## config.mk

```make
export PLATFORM = sky130hd
export DESIGN_NAME = kr_cell
export DESIGN_NICKNAME = d
export VERILOG_FILES = /design/src/hdl/krt_pkg.sv /design/src/hdl/kr_cell.sv
export SDC_FILE = /design/constraint.sdc
export NUM_CORES = 1
export LEC_CHECK = 0
export ABC_AREA = 1
export BUFFER_PORTS_ARGS = -buffer_cell sky130_fd_sc_hd__buf_2
export CORE_AREA = 2 2 102 104
export DETAILED_ROUTE_END_ITERATION = 10
export DIE_AREA = 0 0 104 106
export PLACE_DENSITY = 0.75
export SLEW_MARGIN = 5
export SYNTH_ARGS = -nofsm -noshare
export SYNTH_HDL_FRONTEND = slang
export SYNTH_SLANG_ARGS = --single-unit
```

## constraint.sdc

```tcl
create_clock -name clk -period 3.9 [get_ports clk]
set_clock_uncertainty 0.1 [all_clocks]
set_input_delay 0.195 -clock clk [delete_from_list [all_inputs] [get_ports clk]]
set_output_delay 0.195 -clock clk [all_outputs]
set_load 0.01 [all_outputs]
```

## src/hdl/krt_pkg.sv

```systemverilog
// ----------------------------------------------------------------------------
// krt_pkg: shared types and codes for the keyed record table
// Opcode and status codes, the record layout held by each cell, and the
// control and result groups passed between the table modules.
// ----------------------------------------------------------------------------
package krt_pkg;

  localparam int TABLE_DEPTH_DEF = 128;
  localparam int SEG_MAX         = 16;

  localparam logic [1:0] OP_INSERT = 2'd0;
  localparam logic [1:0] OP_SEARCH = 2'd1;
  localparam logic [1:0] OP_UPDATE = 2'd2;
  localparam logic [1:0] OP_NONE   = 2'd3;

  localparam logic [1:0] ST_OK        = 2'd0;
  localparam logic [1:0] ST_NOT_FOUND = 2'd1;
  localparam logic [1:0] ST_EXISTS    = 2'd2;
  localparam logic [1:0] ST_FULL      = 2'd3;

  typedef struct packed {
    logic [30:0]        key;
    logic signed [31:0] qty;
    logic [30:0]        price;
  } record_t;

  typedef struct packed {
    logic shift_en;
    logic wr_en;
    logic cmp_en;
  } cell_ctrl_t;

  typedef struct packed {
    logic    hit;
    record_t rec;
  } scan_res_t;

endpackage

```

## src/hdl/kr_cell.sv

```systemverilog
// ----------------------------------------------------------------------------
// kr_cell: one record slot of the table chain
// Holds one record, shifts it to the next cell on insert, compares its key
// against the broadcast key and rewrites its quantity on a matched update.
// ----------------------------------------------------------------------------
module kr_cell #(
  parameter int INDEX = 0,
  parameter int CNT_W = 8
) (
  input  logic                clk,
  input  logic                rst,
  input  krt_pkg::cell_ctrl_t ctrl,
  input  krt_pkg::record_t    shift_in,
  input  logic signed [31:0]  wr_qty,
  input  logic [30:0]         query_key,
  input  logic [CNT_W-1:0]    count,
  output krt_pkg::record_t    rec,
  output logic                match
);

  logic occupied;

  assign occupied = CNT_W'(INDEX) < count;

  always_ff @(posedge clk) begin
    if (ctrl.shift_en) begin
      rec <= shift_in;
    end else if (ctrl.wr_en && match) begin
      rec.qty <= wr_qty;
    end
  end

  always_ff @(posedge clk) begin
    if (rst) begin
      match <= 1'b0;
    end else if (ctrl.cmp_en) begin
      match <= occupied && (rec.key == query_key);
    end
  end

endmodule

```

==> impl_metrics.json <==
{
  "io_buffer_count": 264,
  "ant_nets": 0,
  "row_count": 37,
  "synth.avg_cell_area_um2": 11.20,
  "cp-startpoint": "ctrl[2]",
  "max_slew_margin_pct": 26.20,
  "die_x_um": 104,
  "syn-cell-area_um2": 3862,
  "post-synth-top-count-cell": "nand2_1",
  "critPathCapture": "rec[36]",
  "grt_pass1_wl_mm": 18.90,
  "reg2regPathDepth": 7,
  "cts_resized": 0,
  "crit_family": "buffers and inverters",
  "synth_top_family_by_area": "simple AND/OR/NAND/NOR gates",
  "coreArea_um2": 10000,
  "syn_inst": 345,
  "grt.total_usage_pct": 22.29,
  "postCtsHoldBufs": 112,
  "hold_viol": 0,
  "fmax_mhz": 529.7,
  "cts_tree": "yes",
  "ys_seq_elements": 95,
  "synth_edf_count": 94,
  "root_buffer": "clkbuf_8",
  "chipHeight_um": 106,
  "tns_ns": 0,
  "r2r_start": "rec[67]",
  "synth_nets": 515,
  "stdcell_count": 868,
  "post-route-drc-count": 0,
  "num_vias": 3894,
  "report.final.setup_viol": 0,
  "n_antenna_cell": 0,
  "worstSetupPathDepth": 5,
  "rsz0062_at_grt": "no",
  "io_pins": 265,
  "worstPathArrival_ns": 2.01,
  "yosys_most_used_dff": "edfxtp_1",
  "dp_hpwl_mm": 7.879,
  "pre_cts_slack_ns": 2.262,
  "clock_latency_ns": 0.35,
  "yosys_warnings": 0,
  "post-cts-setup-buffer-count": 0,
  "power_density_nw_per_um2": 336.6,
  "grt_max_degree": 95,
  "clk_pin_slew_ns": 0.09,
  "ctsHtreeMaxLevel": 3,
  "routed_via_density": 4.486,
  "final_core_util_pct": 66.22,
  "yosys.area_share.simple_pct": 19.27,
  "synth_fa_ha_area_share_pct": 0,
  "drv_cap": 0,
  "period_share_pct": 48.41,
  "crit_path_max_incr_delay_ns": 0.82,
  "syn2layout_area_growth_pct": 71.43,
  "status": "finished clean",
  "drt-initial-drc-count": 242,
  "synth_compound_area_share_pct": 0.5183,
  "dieArea_um2": 11020,
  "fin_ws_ns": 2.012,
  "startpoint_type": "input port",
  "yosysSeqAreaShare_pct": 73.60,
  "fin_crit_ns": 1.888,
  "fin_nets": 898,
  "grt_antenna_before_repair": 0,
  "synth_cell_type_count": 15,
  "required_ns": 4.02,
  "wl_per_cell_um": 14.12,
  "place.gp.congestion": 0.8454,
  "synthArstFlopShare_pct": 0,
  "cp_max_fo": 94,
  "r2r_slack_ns": 2.55,
  "synth_common_cells": "nand2_1 (155), edfxtp_1 (94), inv_1 (43)",
  "start_util_pct": 38.63,
  "synth_xor_area_share_pct": 1.587,
  "yosys.area.top_type": "edfxtp_1",
  "crit_path_end_kind": "flip-flop",
  "cts_made_buffers": 9,
  "min_path_type": "in -> reg",
  "drive_gt1_share_pct": 39.07,
  "path_buf_inv": 3,
  "leakage_uw": 0.003267,
  "r2r_end": "match",
  "worst-slew-pin-transition_ns": 1.107,
  "grt_pass1_vias": 4013,
  "netlist.area_leader.share_pct": 73.08,
  "dp_cells": 741,
  "synth_area_leaders": "edfxtp_1 (73%), nand2_1 (15%), inv_1 (4.2%), nor2_1 (1.9%), xnor2_1 (1.6%)",
  "grt_overflow": 0,
  "drt_pass1_iterations": 4,
  "ir_drop_v": 0.0002154,
  "clk_path_buf_depth": 2,
  "drt_wl_total_mm": 12.26,
  "synthMuxAreaShare_pct": 0,
  "setup.worst_path.class": "in -> reg",
  "cts_sinks": 95,
  "slowest_stage": "buf_4",
  "crit_path_cell_trace": "buf_4, buf_4, nand2_1, nand2_1, dlygate4sd3_1",
  "slew_viol_final": 0
}
[routing by layer]
metal  up-vias  routed length [um]  global-route usage, %
li1       1868                   -                      -
met4         0                 443                  11.97
met2       209                6635                  41.59
met5         -                   0                      0
met1      1778                4261                  22.80
met3        39                 916                  5.763
[flip-flops by register name (all words and copies together), names as in the netlist]
register and flops:
rec 94, match 1
[stage by stage]
| stage | area, um2 | power (uW) | hold WS [ns] |
|---|---|---|---|
| 3_5_place_dp | 5346 | 1604 | 0.2705 |
| 6_report | 6621 | 2229 | 0.02426 |
| 2_1_floorplan | 3862 | 1400 | 0.1574 |
| 3_3_place_gp | 5346 | 1589 | 0.2669 |
| 4_1_cts | 6621 | 2242 | 0.0003449 |
| 5_1_grt | 6621 | 2340 | 0.008765 |
[worst register-to-register path, delay by kind of cell (launching register included)]
| kind | cells | cell delay [ns] |
|---|---|---|
| simple gates | 5 | 0.45 |
| compound gates | 1 | 0.11 |
| flops | 1 | 0.44 |
| xor+xnor | 1 | 0.18 |
[cells by family after synthesis]
group                  count (synthesis)
XOR/XNOR                               7
AND/OR/NAND/NOR                      190
buffers and inverters                 50
AO/OA/AOI/OAI                          3
flip-flops                            95
[area by class of cell]
class                      instances  area [um2]
inverter                          43       161.4
timing repair buffer             379        2467
clock buffer                      10       127.6
sequential                        95        2843
multi-input combinational        200       825.8
clock inverter                     5       26.28
fill                             776        3378
tap                              136       170.2
[where the power goes]
part           switching (uW)  internal, uW  leakage (uW)  total (uW)
clock network             321           223     0.0000793         545
registers                34.2          1220      0.000927        1250
logic                     201           231       0.00226         432
total                     557          1670       0.00327        2230
[worst min path at each step]
stage	from	to	slack, ns	cells after the start
after CTS	wr_qty[26]	rec[57]	0.0003	3
after global routing	wr_qty[14]	rec[45]	0.009	3
after floorplan	rst	match	0.16	1
final	wr_qty[14]	rec[45]	0.02	3
after detailed placement	rst	match	0.27	2
after global placement	rst	match	0.27	2
[layout by cell type (no fill, tap or decap), drive strengths merged, types with 2 or more instances in the layout]
master and n:
a21oi 2, or2 4, nand4 5, edfxtp 94
inv 43, nor2 21, buf 267, nand2 155
nand3 5, xnor2 7, clkbuf 10, clkinv 4
dlygate4sd3 112
Power figures use the tool's default switching activity.
